$ cat src/hw/rtl/assert_macros.svh
// Assertion macros used by the top level of the paletted texel expander.
`ifndef ASSERT_MACROS_SVH
`define ASSERT_MACROS_SVH

// Same-cycle implication, checked on every rising edge outside reset.
`define PTE_ASSERT_NOW(label, clk, rst_n, cond, expr) \
    label: assert property (@(posedge clk) disable iff (!rst_n) (cond) |-> (expr)) \
        else $error("pte assertion failed");

// Next-cycle implication, checked on every rising edge outside reset.
`define PTE_ASSERT_NEXT(label, clk, rst_n, cond, expr) \
    label: assert property (@(posedge clk) disable iff (!rst_n) (cond) |=> (expr)) \
        else $error("pte assertion failed");

`endif

$ cat src/hw/rtl/pte_pkg.sv
// Package of the paletted texel expander: types, codes, defaults and colour conversion.
`default_nettype none

package pte_pkg;

    localparam int PTE_PALETTE_DEPTH = 256;
    localparam int PTE_STAGE_SIZE    = 256;

    localparam int CFG_IDX_W  = 3;
    localparam int CFG_DATA_W = 9;
    localparam int COLOUR_W   = 15;

    // configuration register indexes
    localparam logic [CFG_IDX_W-1:0] CFG_WIDE_MODE   = 3'd0;
    localparam logic [CFG_IDX_W-1:0] CFG_RECT_WIDTH  = 3'd1;
    localparam logic [CFG_IDX_W-1:0] CFG_RECT_HEIGHT = 3'd2;
    localparam logic [CFG_IDX_W-1:0] CFG_ORIGIN_X    = 3'd3;
    localparam logic [CFG_IDX_W-1:0] CFG_ORIGIN_Y    = 3'd4;

    // reset values of the configuration registers
    localparam logic                  RST_WIDE_MODE   = 1'b1;
    localparam logic [CFG_DATA_W-1:0] RST_RECT_WIDTH  = 9'd256;
    localparam logic [CFG_DATA_W-1:0] RST_RECT_HEIGHT = 9'd256;
    localparam logic [CFG_DATA_W-1:0] RST_ORIGIN      = 9'd0;

    // item kinds
    localparam logic MODE_LOAD  = 1'b0;
    localparam logic MODE_PIXEL = 1'b1;

    typedef enum logic [1:0] {
        ST_IDLE,
        ST_LOW,
        ST_HIGH
    } pte_state_t;

    // Swap red and blue, drop the flag bit; an unflagged colour is black,
    // a flagged colour that comes out black becomes 1.
    function automatic logic [COLOUR_W-1:0] convert_colour(input logic [15:0] raw);
        logic [COLOUR_W-1:0] c;
        c = {raw[4:0], raw[9:5], raw[14:10]};
        if (!raw[15])
            c = '0;
        else if (c == '0)
            c = 15'd1;
        return c;
    endfunction

endpackage

`default_nettype wire

$ cat src/hw/rtl/paletted_texel_expander.sv
// Top level of the paletted texel expander: palette RAM, texel sequencer and counters.
`default_nettype none
`include "assert_macros.svh"

// Paletted texel expander.
// An item is taken at a rising edge with start high and busy low. A palette
// load (mode 0) converts data_value and writes it to the palette RAM at
// entry_index; it gives no texel. A pixel beat (mode 1) carries one byte in
// data_value[7:0]. In 8 bpp mode it gives one texel, in 4 bpp mode two (low
// nibble first). Each texel appears on texel, column, row and last for
// exactly one cycle while result_valid is high; the receiver cannot stall,
// so take every texel in the cycle it is shown. The first texel of a pixel
// beat comes in the cycle after the beat is taken, as the palette RAM has a
// registered read port. 8 bpp bytes may stream back to back; a 4 bpp byte
// does one RAM read per nibble, and busy is high while its first texel is
// shown, so a new byte is taken no earlier than its second texel.
// Pixel beats give no texels when the rectangle check on origin and size
// fails or the rectangle is empty; an odd width in 4 bpp drops the last
// column. Configuration is written through cfg_valid / cfg_ready while the
// block is idle; every write to a listed register restarts the rectangle at
// column 0, row 0. Palette entries must be loaded before a pixel reads them;
// the RAM needs no clearing pass after reset.
module paletted_texel_expander #(
    parameter int PALETTE_DEPTH = pte_pkg::PTE_PALETTE_DEPTH,
    parameter int STAGE_SIZE    = pte_pkg::PTE_STAGE_SIZE
) (
    input  wire logic                            clk,
    input  wire logic                            rst_n,
    // item channel
    input  wire logic                            start,
    output      logic                            busy,
    input  wire logic                            mode,
    input  wire logic [7:0]                      entry_index,
    input  wire logic [15:0]                     data_value,
    // result channel
    output      logic                            result_valid,
    output      logic [pte_pkg::COLOUR_W-1:0]    texel,
    output      logic [7:0]                      column,
    output      logic [7:0]                      row,
    output      logic                            last,
    // configuration channel
    input  wire logic                            cfg_valid,
    output      logic                            cfg_ready,
    input  wire logic [pte_pkg::CFG_IDX_W-1:0]   cfg_index,
    input  wire logic [pte_pkg::CFG_DATA_W-1:0]  cfg_data
);
    import pte_pkg::*;

    localparam int PAL_AW  = $clog2(PALETTE_DEPTH);
    localparam int STAGE_W = $clog2(STAGE_SIZE + 1);
    localparam int CMP_W   = (STAGE_W > CFG_DATA_W + 1) ? STAGE_W : CFG_DATA_W + 1;

    localparam logic [8:0]       PAL_LIMIT   = 9'(PALETTE_DEPTH);
    localparam logic [CMP_W-1:0] STAGE_LIMIT = CMP_W'(STAGE_SIZE);

    // configuration registers
    logic                  wide_mode_reg;
    logic [CFG_DATA_W-1:0] rect_width_reg;
    logic [CFG_DATA_W-1:0] rect_height_reg;
    logic [CFG_DATA_W-1:0] origin_x_reg;
    logic [CFG_DATA_W-1:0] origin_y_reg;

    // rectangle position of the next texel
    logic [CFG_DATA_W-1:0] col_reg, col_next;
    logic [CFG_DATA_W-1:0] row_reg, row_next;

    // sequencer
    pte_state_t state_reg, state_next;
    logic       four_bit_reg;
    logic [3:0] hi_nib_reg;
    logic       zero_reg;

    // palette RAM
    logic [COLOUR_W-1:0] palette_mem [PALETTE_DEPTH];
    logic [COLOUR_W-1:0] rd_data_reg;
    logic                rd_en;
    logic [PAL_AW-1:0]   rd_addr;
    logic                wr_en;

    logic                  accept;
    logic                  pix_go;
    logic                  rect_ok;
    logic                  cfg_go;
    logic                  cfg_restart;
    logic [CFG_DATA_W-1:0] eff_width;
    logic                  wrap_col;
    logic                  wrap_row;

    // effective width: round down to even columns in 4 bpp
    assign eff_width = wide_mode_reg ? rect_width_reg : {rect_width_reg[8:1], 1'b0};

    // rectangle check on origin and size, and no empty rectangle
    assign rect_ok = (CMP_W'(origin_x_reg) < STAGE_LIMIT)
                  && (CMP_W'(origin_y_reg) < STAGE_LIMIT)
                  && (CMP_W'(rect_width_reg) <= STAGE_LIMIT)
                  && (CMP_W'(rect_height_reg) <= STAGE_LIMIT)
                  && (CMP_W'(origin_x_reg) + CMP_W'(rect_width_reg) <= STAGE_LIMIT)
                  && (CMP_W'(origin_y_reg) + CMP_W'(rect_height_reg) <= STAGE_LIMIT)
                  && (eff_width != '0)
                  && (rect_height_reg != '0);

    assign cfg_ready   = (state_reg == ST_IDLE);
    assign cfg_go      = cfg_valid && cfg_ready;
    assign cfg_restart = cfg_go && (cfg_index <= CFG_ORIGIN_Y);

    // a 4 bpp byte holds the read port for its second nibble
    assign busy   = (state_reg == ST_LOW) && four_bit_reg;
    assign accept = start && !busy;
    assign pix_go = accept && (mode == MODE_PIXEL) && rect_ok;
    assign wr_en  = accept && (mode == MODE_LOAD) && ({1'b0, entry_index} < PAL_LIMIT);

    // advance column and row on each texel shown
    assign wrap_col = ({1'b0, col_reg} + 10'd1) >= {1'b0, eff_width};
    assign wrap_row = ({1'b0, row_reg} + 10'd1) >= {1'b0, rect_height_reg};

    always_comb
    begin
        state_next = state_reg;
        rd_en      = 1'b0;
        rd_addr    = PAL_AW'(data_value[7:0]);
        col_next   = col_reg;
        row_next   = row_reg;

        if (state_reg != ST_IDLE)
        begin
            if (wrap_col)
            begin
                col_next = '0;
                row_next = wrap_row ? '0 : row_reg + 9'd1;
            end
            else
            begin
                col_next = col_reg + 9'd1;
            end
        end

        // a write to a listed register restarts the rectangle
        if (cfg_restart)
        begin
            col_next = '0;
            row_next = '0;
        end

        unique case (state_reg)
            ST_IDLE:
            begin
                if (pix_go)
                    state_next = ST_LOW;
            end
            ST_LOW:
            begin
                if (four_bit_reg)
                    state_next = ST_HIGH;
                else if (pix_go)
                    state_next = ST_LOW;
                else
                    state_next = ST_IDLE;
            end
            ST_HIGH:
            begin
                state_next = pix_go ? ST_LOW : ST_IDLE;
            end
            default:
            begin
                state_next = ST_IDLE;
            end
        endcase

        priority if (pix_go)
        begin
            rd_en   = 1'b1;
            rd_addr = wide_mode_reg ? PAL_AW'(data_value[7:0]) : PAL_AW'(data_value[3:0]);
        end
        else if (busy)
        begin
            rd_en   = 1'b1;
            rd_addr = PAL_AW'(hi_nib_reg);
        end
    end

    always_ff @(posedge clk or negedge rst_n)
    begin
        if (!rst_n)
        begin
            state_reg       <= ST_IDLE;
            wide_mode_reg   <= RST_WIDE_MODE;
            rect_width_reg  <= RST_RECT_WIDTH;
            rect_height_reg <= RST_RECT_HEIGHT;
            origin_x_reg    <= RST_ORIGIN;
            origin_y_reg    <= RST_ORIGIN;
            col_reg         <= '0;
            row_reg         <= '0;
            four_bit_reg    <= 1'b0;
        end
        else
        begin
            state_reg <= state_next;
            col_reg   <= col_next;
            row_reg   <= row_next;
            if (pix_go)
                four_bit_reg <= !wide_mode_reg;
            else if (state_reg == ST_LOW)
                four_bit_reg <= 1'b0;

            if (cfg_go)
            begin
                case (cfg_index)
                    CFG_WIDE_MODE:
                    begin
                        wide_mode_reg <= cfg_data[0];
                    end
                    CFG_RECT_WIDTH:
                    begin
                        rect_width_reg <= cfg_data;
                    end
                    CFG_RECT_HEIGHT:
                    begin
                        rect_height_reg <= cfg_data;
                    end
                    CFG_ORIGIN_X:
                    begin
                        origin_x_reg <= cfg_data;
                    end
                    CFG_ORIGIN_Y:
                    begin
                        origin_y_reg <= cfg_data;
                    end
                    default:
                    begin
                    end
                endcase
            end
        end
    end

    // item payload held for the texel cycles
    always_ff @(posedge clk)
    begin
        if (pix_go)
        begin
            hi_nib_reg <= data_value[7:4];
            zero_reg   <= wide_mode_reg && ({1'b0, data_value[7:0]} >= PAL_LIMIT);
        end
    end

    // palette RAM: one write and one registered read a cycle
    always_ff @(posedge clk)
    begin
        if (wr_en)
            palette_mem[PAL_AW'(entry_index)] <= convert_colour(data_value);
    end

    always_ff @(posedge clk)
    begin
        if (rd_en)
            rd_data_reg <= palette_mem[rd_addr];
    end

    assign result_valid = (state_reg != ST_IDLE);
    assign texel        = zero_reg ? '0 : rd_data_reg;
    assign column       = col_reg[7:0];
    assign row          = row_reg[7:0];
    assign last         = result_valid && wrap_col && wrap_row;

    `PTE_ASSERT_NOW(a_col_in_rect, clk, rst_n, result_valid, col_reg < eff_width)
    `PTE_ASSERT_NEXT(a_pixel_shows, clk, rst_n, pix_go, result_valid)
    `PTE_ASSERT_NOW(a_high_after_low, clk, rst_n, state_reg == ST_HIGH, $past(state_reg) == ST_LOW)
    `PTE_ASSERT_NEXT(a_cfg_restart, clk, rst_n, cfg_restart, (col_reg == '0) && (row_reg == '0))
    `PTE_ASSERT_NEXT(a_last_wraps, clk, rst_n, last, (col_reg == '0) && (row_reg == '0))

endmodule

`default_nettype wire
$ cat config.mk
export PLATFORM = sky130hd
export DESIGN_NAME = paletted_texel_expander
export DESIGN_NICKNAME = d
export VERILOG_FILES = /design/src/hw/rtl/pte_pkg.sv /design/src/hw/rtl/paletted_texel_expander.sv
export VERILOG_INCLUDE_DIRS = /design/src /design/src/hw/rtl
export SDC_FILE = /design/constraint.sdc
export NUM_CORES = 2
export LEC_CHECK = 0
export BUFFER_PORTS_ARGS = -buffer_cell sky130_fd_sc_hd__buf_2
export CAP_MARGIN = 10
export CORE_MARGIN = 3
export CORE_UTILIZATION = 40
export CTS_CLUSTER_SIZE = 30
export DETAILED_ROUTE_END_ITERATION = 6
export PLACE_DENSITY_LB_ADDON = 0.1
export SYNTH_ARGS = -nofsm -noshare
export SYNTH_HDL_FRONTEND = slang
export SYNTH_SLANG_ARGS = --single-unit
$ cat constraint.sdc
create_clock -name clk -period 10.5 [get_ports clk]
set_clock_uncertainty 0.1 [all_clocks]
set_input_delay 0.525 -clock clk [delete_from_list [all_inputs] [get_ports clk]]
set_output_delay 0.525 -clock clk [all_outputs]
set_load 0.02 [all_outputs]
# Yosys cells after proc, flatten, opt, wreduce, memory -nomap -nowiden
# Memory sizes are Yosys's and may differ from the RTL's. A register that Yosys moved wholly into a read port is not among the register bits.
# Cells that the tools add are included.
[totals]
out_inout_bits = 35
word_cells = 91
inputBits = 41
reg_bits = 62
ram_bits = 3840
memories = 1
[op_classes]
n_mux = 24
n_lt_le_gt_ge = 9
n_addsub = 6
n_reduce_logical = 33
n_eq_ne = 7
bitwise_logic = 1
[memory_table]
columns = ["name", "depth", "width", "rd", "rd_clocked_by_memory_dff", "write_ports", "line", "text"]
rows = [
  ["palette_mem", 256, 15, 1, 1, 1, "paletted_texel_expander.sv:74", "logic [COLOUR_W-1:0] palette_mem [PALETTE_DEPTH];"],
]
[ops]
columns = ["op", "count"]
rows = [
  ["$mux W9", 7],
  ["$mux W15", 3],
  ["$mux W8", 3],
  ["$add A9 B1 Y10 const B", 2],
  ["$add A9 B9 Y10", 2],
  ["$ge A10 B9 Y1", 2],
  ["$le A10 B9 Y1 const B", 2],
  ["$add A9 B1 Y9 const B", 2],
  ["$le A9 B9 Y1 const B", 2],
  ["$lt A9 B9 Y1 const B", 2],
  ["$reduce_bool A9 Y1", 2],
  ["$logic_and A1 B1 Y1", 16],
  ["$logic_not A15 Y1", 1],
  ["$reduce_and A2 Y1", 6],
  ["$mux W1", 8],
  ["$reduce_bool A2 Y1", 4],
  ["$eq A3 B2 Y1 const B", 2],
  ["$pmux W2 S3", 1],
  ["$mux W2", 2],
  ["$eq A3 B1 Y1 const B", 1],
  ["$eq A3 B3 Y1 const B", 1],
  ["$le A3 B3 Y1 const B", 1],
  ["$logic_not A3 Y1", 1],
  ["$eq A2 B1 Y1 const B", 1],
  ["5 further kinds", 6],
]

# Logic depth before layout (Yosys ltp)
[logic_depth]
depth_word = 12
depth_mapped = 14

# Least setup slack after synthesis
# No wires, ideal clock.
[synth_path]
kind = "input to register"
start = "input data_value[7]"
end = "memory palette_mem[0][0], data pin"
path_stages = 4
t_arrival_ns = 7.317
setup_ns = 1.454
t_required_ns = 8.946
slack_ns = 1.629
cell_sequence = "clkbuf_1 -> nor4_1 -> a41oi_1 -> nor2b_1"
[synth_via]
elab_chain_cells = 4
[synth_lines]
columns = ["item", "line", "text"]
rows = [
  ["from (decl)", "paletted_texel_expander.sv:34", "input wire logic [15:0] data_value,"],
  ["$logic_not A15 Y1", "pte_pkg.sv:43", "else if (c == '0)"],
  ["$mux W15", "pte_pkg.sv:43", ""],
  ["$mux W15", "pte_pkg.sv:41", "if (!raw[15])"],
  ["$mux W15", "paletted_texel_expander.sv:249", "if (wr_en)"],
  ["to (decl)", "paletted_texel_expander.sv:74", ""],
]
# Every way passes these cells. The select of a mux whose other input is x is not followed.

# Worst setup path after layout
[layout_path]
start = "register state_reg[1]"
end = "register rd_data_reg[9], read port of palette_mem, data pin"
[layout_via]
elab_chain_cells = 7
elab_cells_between_ends = 10
[layout_lines]
columns = ["item", "line", "text"]
rows = [
  ["from (decl)", "paletted_texel_expander.sv:68", "pte_state_t state_reg, state_next;"],
  ["from (signal assigned)", "paletted_texel_expander.sv:197", "state_reg <= state_next;"],
  ["$eq A2 B1 Y1 *", "paletted_texel_expander.sv:107", "assign busy = (state_reg == ST_LOW) && four_bit_reg;"],
  ["$logic_and A1 B1 Y1 *", "paletted_texel_expander.sv:107", ""],
  ["$logic_not A1 Y1", "paletted_texel_expander.sv:108", "assign accept = start && !busy;"],
  ["$logic_and A1 B1 Y1", "paletted_texel_expander.sv:108", ""],
  ["$logic_and A1 B1 Y1 (2 in a row)", "paletted_texel_expander.sv:109", "assign pix_go = accept && (mode == MODE_PIXEL) && rect_ok;"],
  ["$mux W8 or $mux W1 (tied branches)", "paletted_texel_expander.sv:169", "priority if (pix_go)"],
  ["to (decl)", "paletted_texel_expander.sv:75", "logic [COLOUR_W-1:0] rd_data_reg;"],
]
# Mark *: on every way between the ends. The rest lies on a longest branch, timed or not.
# A chain may end at the register's enable or synchronous reset.

==> results.ini <==
[floorplan]
start_util_pct=40.3
die_y_um=625
core_sq_um=380000
die_w_um=625
row_count=226
die_area_sq_um=390000
pin_count=76

[global_routing]
antenna_found_initial=32
grt_pass1_vias=78700
track_usage_pct=22.2
grt_max_degree=201
grt_overflow=0
grt_pass1_wl_um=617000

[critical_path]
worstReg2RegStart=state_reg[1]
crit_fanout=68
critical_path_class=register to register
reg2reg_depth=11
timing.rr.end=rd_data_reg[9]
end_kind=register
critPathLaunch=state_reg[1]
crit_chain=nand3b_2 -> mux2i_4 -> buf_12 -> buf_4 -> mux4_2 -> nand2_1 -> and3_1 -> a31oi_1 -> mux2i_1 -> o22ai_1 -> o32a_1
cpPeakStageDelay_ns=1.00
critPathRequiredTime_ns=11.11
critical_path_arrival_ns=7.25
cp-start-kind=register
r2r_slack_ns=3.87
slowest_stage=mux2i_4

[cts]
cts_setup_buffers=0
tritoncts=yes
clk_latency_ns=0.94
root_buffer=clkbuf_16
cts_max_level=5
cts.sinks=3917
cts_max_path_buffers=4
path_clk_slew_ns=0.06
cts_buffers=417
cts_resized=0

[cells_and_area]
layout_common_cells=3859 x edfxtp_1, 960 x mux4_2, 936 x nand2_1
final_common_cell=edfxtp_1
fin_util_pct=45.9
largest_register_ffs=3840
syn_to_final_growth_pct=14.0
final_nets=8128
layout-drive-gt1-share_pct=25.0
layoutNonFillerInstCount=13400

[sta]
final_max_slew_viol_count=0
finalCritPeriodShare_pct=63.2
finalCriticalPeriod_ns=6.63
fmax_mhz=151
layout_setup_ws_ns=3.87
setup_viol=0
rsz0062_at_grt=false
tightest_slew_ns=1.24
hold_viol_final=0
tns_ns=0
slew_headroom_pct=17.5

[yosys]
async_flop_share_pct=1.48
ys.flop_type=edfxtp_1
ys_warn_count=0
synth_nets=7695
syn_area_sq_um=153000
synthCells=7614
netlist-cell-type-count=63
synth-edff-count=3859
seq_area_frac_synth_pct=76.6
synth-seq-cells=3917
syn_area_per_cell_sq_um=20.1

[worst_hold_path]
holdCritPathClass=primary input to register
whs_endpoint=palette_mem[43][4]
worstHoldStart=data_value[14]
hold-path-cell-count=2

[job]
cap_violations=0

[pwr]
ir_drop_mv=0.140
leakage_nw=56.3
powerDensity_nw_per_um2=194

[routing]
wl_per_cell_um=32.5
totalWireLength_um=437000
dr_total_vias=76700
drc=0
drt_pass1_iterations=5
drt_iter0_drc=7726
viasPerCell=5.71
drtAntennaViolNets=0

[placement]
dp_slack_ns=3.70
portBuffers=75
place_congestion=0.813
dp_hpwl_um=252000
place_inst=12600

[status]
status=complete, no violations

where the power goes:
group / switching (mW) / total, mW / leakage (nW) / internal, mW
clock network: 6.14 / 14.3 / 6.44 / 8.21
registers: 0.0439 / 17.3 / 35.6 / 17.2
logic: 1.53 / 2.32 / 14.3 / 0.786
total: 7.72 / 33.9 / 56.3 / 26.2
Yosys cell counts, drive strengths merged (2+ instances only):
master	number	area, sq um
o32a	15	150
a221oi	2	23.8
fa	2	40.0
nand3	233	1170
nand4	6	37.5
clkbuf	193	724
xor2	8	70.1
and2	18	113
nor2b	14	87.6
and3	160	1000
nand2	948	3560
nor4	9	56.3
nor3	11	55.1
nor2	282	1060
ha	38	475
a211oi	2	15.0
buf	250	1400
a311oi	15	131
nor3b	3	22.5
a21oi	30	150
o21ai	20	100
dfstp	3	78.8
mux2i	110	1100
a21o	12	90.1
o22ai	60	375
nand3b	20	154
o2111ai	2	35.0
a31oi	153	957
o31ai	2	15.0
inv	29	109
o21a	5	37.5
o211ai	2	15.0
and4b	2	20.0
a211o	2	17.5
xnor2	11	96.3
a22o	8	70.1
a32o	6	60.1
dfrtp	55	1380
edfxtp	3859	116000
mux2	37	417
nand2b	3	18.8
mux4	960	21600
logic make-up after synthesis:
logic type                 Yosys count  share of synthesized area (%)
xor gates and xnor gates            19                          0.109
buffers and inverters              472                           1.46
adders and majority gates           40                          0.337
muxes                             1107                           15.1
AOI/OAI and AO/OA                  345                           1.53
DFF                               3917                           76.6
and+or+nand+nor                   1714                           4.83
stage by stage:
step	power [mW]	area [sq um]	hold slack, ns
6_report	33.9	175000	0.137
5_1_grt	35.0	175000	0.114
4_1_cts	34.3	175000	0.0578
3_5_place_dp	20.0	161000	0.401
3_3_place_gp	19.9	161000	0.396
2_1_floorplan	19.0	153000	0.129
layer usage:
metal | up-vias | track usage (%) | wire length (um) | share of wire [%]
li1 | 31900 | - | - | -
met2 | 2279 | 36.9 | 216000 | 49
met1 | 41900 | 30.8 | 185000 | 42
met3 | 602 | 2.89 | 23400 | 5.4
met4 | 2 | 6.18 | 12900 | 2.9
met5 | - | 0 | 11 | 0.0025
cell type report:
class                      instances  area [sq um]
tap                             5016          6280
clock buffer                     531         11000
inverter                          29           109
clock inverter                   238          2320
multi-input combinational       3225         33900
fill                           32200        205000
timing repair buffer             457          3660
sequential                      3917        117000
antenna                           11          27.5
worst max path at each step:
stage / to / slack (ns) / cells past startpoint
after floorplan: palette_mem[0][0] / 1.63 / 4
after global placement: rd_data_reg[9] / 3.71 / 11
after detailed placement: rd_data_reg[7] / 3.70 / 12
after CTS: rd_data_reg[7] / 3.68 / 12
after global routing: rd_data_reg[7] / 3.61 / 12
final: rd_data_reg[9] / 3.87 / 11
worst max-delay path: cells and delay by family, from the launching register on:
kind                   cells  cell delay (ns)
buffers and inverters      2             1.42
DFF                        1             0.40
AOI/OAI and AO/OA          3             1.02
muxes                      3             2.49
and+or+nand+nor            3             0.86
what timing repair did:
action | CTS | global route
setup endpoints to repair | 0 | 0
hold buffers | 20 | 0
endpoints found under the hold margin | 138 | 0
No activity file was read; power rests on OpenSTA's default activity.
